## config.mk

```make
export PLATFORM = sky130hd
export DESIGN_NAME = dtrc_step_unit
export DESIGN_NICKNAME = d
export VERILOG_FILES = /design/src/dtrc_pkg.sv /design/src/dtrc_step_unit.sv
export SDC_FILE = /design/constraint.sdc
export NUM_CORES = 1
export LEC_CHECK = 0
export ABC_CLOCK_PERIOD_IN_PS = 3500
export BUFFER_PORTS_ARGS = -buffer_cell sky130_fd_sc_hd__buf_2
export CORE_MARGIN = 5
export CORE_UTILIZATION = 52
export DETAILED_ROUTE_END_ITERATION = 6
export PLACE_DENSITY = 0.93
export RECOVER_POWER = 50
export SLEW_MARGIN = 10
export SYNTH_ARGS = -nofsm -noshare
export SYNTH_HDL_FRONTEND = slang
export SYNTH_SLANG_ARGS = --single-unit
```

## constraint.sdc

```tcl
create_clock -name vclk -period 3.5
set_clock_uncertainty 0.1 [all_clocks]
set_input_delay 0.35 -clock vclk [all_inputs]
set_output_delay 0.35 -clock vclk [all_outputs]
set_load 0.005 [all_outputs]
```

## src/dtrc_pkg.sv

```systemverilog
`timescale 1ns / 1ps
// Shared types and constants of the disc track range checker.
// Depends on nothing; every other file of the block imports it.
package dtrc_pkg;

	localparam int SEC_W = 32;
	localparam int CNT_W = 8;
	localparam int WALK_W = 9;

	typedef enum logic [2:0] {
		ST_OK      = 3'd0,
		ST_INVALID = 3'd1,
		ST_RANGE   = 3'd2,
		ST_GAP     = 3'd3,
		ST_AUDIO   = 3'd4
	} status_t;

	typedef enum logic {
		REQ_WRITE = 1'b0,
		REQ_CHECK = 1'b1
	} req_t;

	typedef struct packed {
		logic [SEC_W-1:0] start_sec;
		logic [SEC_W-1:0] end_sec;
		logic             is_data;
	} track_entry_t;

	typedef struct packed {
		logic             walk_phase;
		logic             first;
		logic             last;
		logic             mode1;
		logic [SEC_W-1:0] prev_end;
		logic [SEC_W:0]   cursor;
		logic [SEC_W:0]   range_end;
	} step_ctx_t;

	typedef struct packed {
		logic           stop;
		status_t        code;
		logic [SEC_W:0] cursor_nxt;
	} step_res_t;

endpackage

```

## src/dtrc_step_unit.sv

```systemverilog
`timescale 1ns / 1ps
// Shared compare unit: judges one table entry, either for table validation
// or for one step of the range walk. Uses dtrc_pkg.
module dtrc_step_unit import dtrc_pkg::*; #(
	parameter logic [SEC_W-1:0] SECTOR_LIMIT = 32'd1048576
) (
	input  track_entry_t entry,
	input  logic         written,
	input  step_ctx_t    ctx,
	output step_res_t    res
);

	logic [SEC_W:0] start_x;
	logic [SEC_W:0] end_x;
	logic [SEC_W:0] clip;
	logic bad;

	assign start_x = {1'b0, entry.start_sec};
	assign end_x = {1'b0, entry.end_sec};
	assign clip = (end_x < ctx.range_end) ? end_x : ctx.range_end;
	assign bad = !written || (entry.start_sec >= entry.end_sec) ||
		(entry.end_sec > SECTOR_LIMIT) ||
		(!ctx.first && (ctx.prev_end > entry.start_sec));

	always_comb begin
		res.stop = 1'b0;
		res.code = ST_OK;
		res.cursor_nxt = ctx.cursor;
		if (!ctx.walk_phase) begin
			if (bad) begin
				res.stop = 1'b1;
				res.code = ST_INVALID;
			end
		end else if (end_x <= ctx.cursor) begin
			res.stop = ctx.last;
			res.code = ST_RANGE;
		end else if (start_x > ctx.cursor) begin
			res.stop = 1'b1;
			res.code = ST_GAP;
		end else if (ctx.mode1 && !entry.is_data) begin
			res.stop = 1'b1;
			res.code = ST_AUDIO;
		end else begin
			res.cursor_nxt = clip;
			res.stop = (clip == ctx.range_end) || ctx.last;
			res.code = (clip == ctx.range_end) ? ST_OK : ST_RANGE;
		end
	end

endmodule

```

## Yosys cells after proc, flatten, opt, wreduce, memory -nomap -nowiden

Cells that the tools add are included.

- Add/sub/neg operators: 0
- Multipliers: 0
- Div/mod/pow operators: 0
- Order comparisons: 6
- Equal/unequal tests: 1
- Shifts and indexed selects: 0
- Multiplexer cells: 11
- Bitwise operators: 0
- Reduce and logical (&&, ||, !) cells: 9

Operators with widths:

| operator | count |
|---|---|
| $mux 33 | 5 |
| $eq 33x33->1 | 1 |
| $gt 32x33->1 | 1 |
| $le 32x33->1 | 1 |
| $lt 32x33->1 | 1 |
| $ge 32x32->1 | 1 |
| $gt 32x21->1 const B | 1 |
| $gt 32x32->1 | 1 |
| $mux 4 | 5 |
| $logic_or 1x1->1 | 4 |
| $logic_not 1->1 | 3 |
| $logic_and 1x1->1 | 2 |
| $mux 2 | 1 |

- Flip-flop bits (word level): 0
- Bits in latches: 0
- RAM bits: 0
- Memory bits (read-only): 0
- Bits of input ports: 168
- Logic and storage cells: 27
- Memories: 0

## Depth between registers and ports, before layout

- Word-level depth: 8
- Depth in mapped cells: 11

## Worst setup path after synthesis

Ideal clock, no wire load.

- Path type: input -> output
- Start: input port ctx[37] (netlist name)
- End: output port res[10] (netlist name)
- Arrival time: 2493 ps
- Setup slack: 557 ps
- Cell stages on the path: 11
- Cell sequence: inv_1 ha_1 a211oi_1 nor2_1 o31ai_1 a21boi_1 o41ai_2 a21oi_1 nor4b_4 buf_6 mux2i_1

RTL lines:

| what | line | RTL |
|---|---|---|
| from (decl) | dtrc_step_unit.sv:9 | `input step_ctx_t ctx,` |
| to (decl) | dtrc_step_unit.sv:10 | `output step_res_t res` |

==> flow_summary.json <==
{
  "syn_to_final_growth_pct": 30.2,
  "grt_overflow": 0,
  "drc_errors": 0,
  "grt_max_degree": 38,
  "ir_worst_vdd_uv": 56.1,
  "stdcell_count": 1053,
  "n_fill_cell": 826,
  "finalNetCount": 1244,
  "fmax_mhz": 277,
  "synthTopCellsByCount": "159 x ha_1, 130 x inv_1, 70 x a21oi_1, 61 x nor2_1, 31 x mux2i_1",
  "detailedPlace.worstSlack_ns": -0.231,
  "regArea_um2": 0,
  "gp_congestion": 0.972,
  "post_drt_wl_per_cell_um": 18.0,
  "rsz0062_at_grt": "yes",
  "clkPwrFrac_pct": 0,
  "grt_pass1_vias": 6063,
  "power_frac_seq_pct": 0,
  "drt.antenna.violating_nets": 0,
  "via_per_inst": 6.00,
  "grt_first_pass_wirelength_um": 28300,
  "violations": "setup timing",
  "first_pass_iters": 5,
  "synth_cell_types": 48,
  "setup_tns_ns": -0.436,
  "fin_crit_ns": 3.61,
  "hold_depth": 2,
  "min_to": "res[32]",
  "syn-instance-count": 698,
  "setup_ws_ns": -0.110,
  "num_rows": 36,
  "dp.cells": 1042,
  "drt-total-wl_um": 19000,
  "slew_viol_final": 0,
  "p_int_mw": 0.370,
  "arrival_ns": 3.16,
  "grt_usage_pct": 29.7,
  "finish.utilization_pct": 68.2,
  "start_kind": "input port",
  "vias": 6320,
  "cp_slowest_cell": "a221oi_2",
  "yosysWarnings": 0,
  "antenna_found_initial": 5,
  "dp_hpwl_um": 15900,
  "cap_violations": 0,
  "fin_crit_sh_pct": 103,
  "final_layout_size_suffix_gt1_share_pct": 27.7,
  "clockBufferCount": 0,
  "p_comb_share_pct": 100.0,
  "path_cells": "buf_2 -> inv_1 -> ha_1 -> a21oi_1 -> o21ai_0 -> a221o_1 -> a211o_1 -> a221oi_2 -> nor2_2 -> nor4b_4 -> buf_6 -> buf_12 -> buf_16 -> mux2i_1 -> buf_2",
  "synthesis.nets": 1025,
  "ios": 205,
  "io_buffers": 205,
  "crit_required_ns": 3.05,
  "path_class": "input port to output port",
  "yosysTopAreaCell": "ha_1",
  "cellLeakagePower_nw": 3.64,
  "synth.avg_cell_area_um2": 7.24,
  "setup.worst_path.end_class": "output port",
  "setup_violations": 7,
  "die_y_um": 109,
  "finalHoldViolCount": 0,
  "holdCritStartpoint": "ctx[65]",
  "relSlewSlack_pct": 67.4,
  "dieArea_um2": 11800,
  "worst_slew_pin_slew_ns": 0.484,
  "power_density_nw_per_um2": 125,
  "p_sw_mw": 0.454,
  "fp.coreArea_um2": 9640,
  "drt_first_iter_violations": 646,
  "seq_cell_count": 0,
  "path_common_cell": "buf_2",
  "start_util_pct": 52.4,
  "slowest_delay_ns": 0.36,
  "critPathMaxFanout": 6,
  "die_w_um": 109,
  "swShare_pct": 55.1,
  "synth.most_common_cell": "ha_1",
  "synth_top_area_share_pct": 39.4,
  "hold_path_class": "input port to output port",
  "netlist_area_um2": 5050,
  "outcome": "finished with violations",
  "ys_top_cells_by_area": "ha_1 39%, inv_1 9.7%, a21oi_1 6.9%",
  "yosysSeqAreaShare_pct": 0
}
-- repair_timing --
| item | in CTS | in global routing |
|---|---|---|
| cloned | 2 | 1 |
| resized for setup | 4 | 28 |
| setup buffers | 2 | 2 |
| endpoints found under the setup margin | 3 | 26 |
| hold buffers | 0 | 0 |
| pin swaps | 3 | 18 |
-- worst max-delay path, delay by kind of cell --
| kind | cells | cell delay [ns] |
|---|---|---|
| compound gates | 5 | 1.31 |
| fa+ha+maj | 1 | 0.26 |
| buf+inv | 6 | 0.78 |
| mux | 1 | 0.17 |
| simple gates | 2 | 0.27 |
-- area by class of cell --
class | instances | area [µm²] | area share, %
Inverter | 130 | 490 | 7.46
Multi-Input combinational cell | 558 | 4620 | 70.2
Timing Repair Buffer | 227 | 1290 | 19.6
Tap cell | 133 | 166 | 2.53
Antenna cell | 5 | 12.5 | 0.190
-- power groups by stage --
stage | clock network [mW] | logic (mW) | registers (mW)
after global placement | 0 | 0.730 | 0
final | 0.000000191 | 0.824 | 0
after detailed placement | 0 | 0.755 | 0
after floorplan | 0 | 0.440 | 0
after global routing | 0.000000191 | 0.913 | 0
after CTS | 0 | 0.774 | 0
-- routing by layer --
layer	vias up	share of wire [%]	global-route usage, %
li1	2975	-	-
met1	2831	39	38.2
met2	407	46	50.6
met3	107	9.2	2.57
met4	0	6.1	12.5
met5	-	0	0
-- layout by cell type (no fill, tap or decap), types with 6 or more instances in the layout --
cell type,count
xnor2_1,24
o21ai_0,29
a21oi_1,69
nor2_1,59
a21o_1,14
nor4_1,14
inv_1,125
o22ai_1,6
ha_1,154
nor3_1,7
a211oi_1,12
nand2_1,23
nand3_1,12
buf_4,17
nand4_1,30
mux2i_1,31
and4_1,7
buf_2,200
-- cells by family after synthesis --
group	Yosys count	share of synthesized area, %
simple gates	175	18.1
xor+xnor	25	4.33
mux	33	6.59
compound gates	166	20.6
buf+inv	140	11.0
fa+ha+maj	159	39.4
-- metrics by stage --
step / total power [mW] / hold slack [ns] / cell area, µm²
after floorplan: 0.440 / 0.679 / 5050
after global placement: 0.730 / 0.840 / 6320
after detailed placement: 0.755 / 0.841 / 6320
after CTS: 0.774 / 0.841 / 6410
after global routing: 0.913 / 0.918 / 6580
final: 0.824 / 0.873 / 6580
-- worst max-delay path by stage --
stage                   start       to  cells past startpoint
floorplan             ctx[37]  res[10]                     11
global placement    entry[51]  res[36]                     12
detailed placement  entry[52]  res[36]                     12
CTS                   ctx[37]   res[0]                     14
global route          ctx[39]   res[2]                     15
finish                ctx[41]   res[2]                     15
Power figures use the tool's default switching activity.
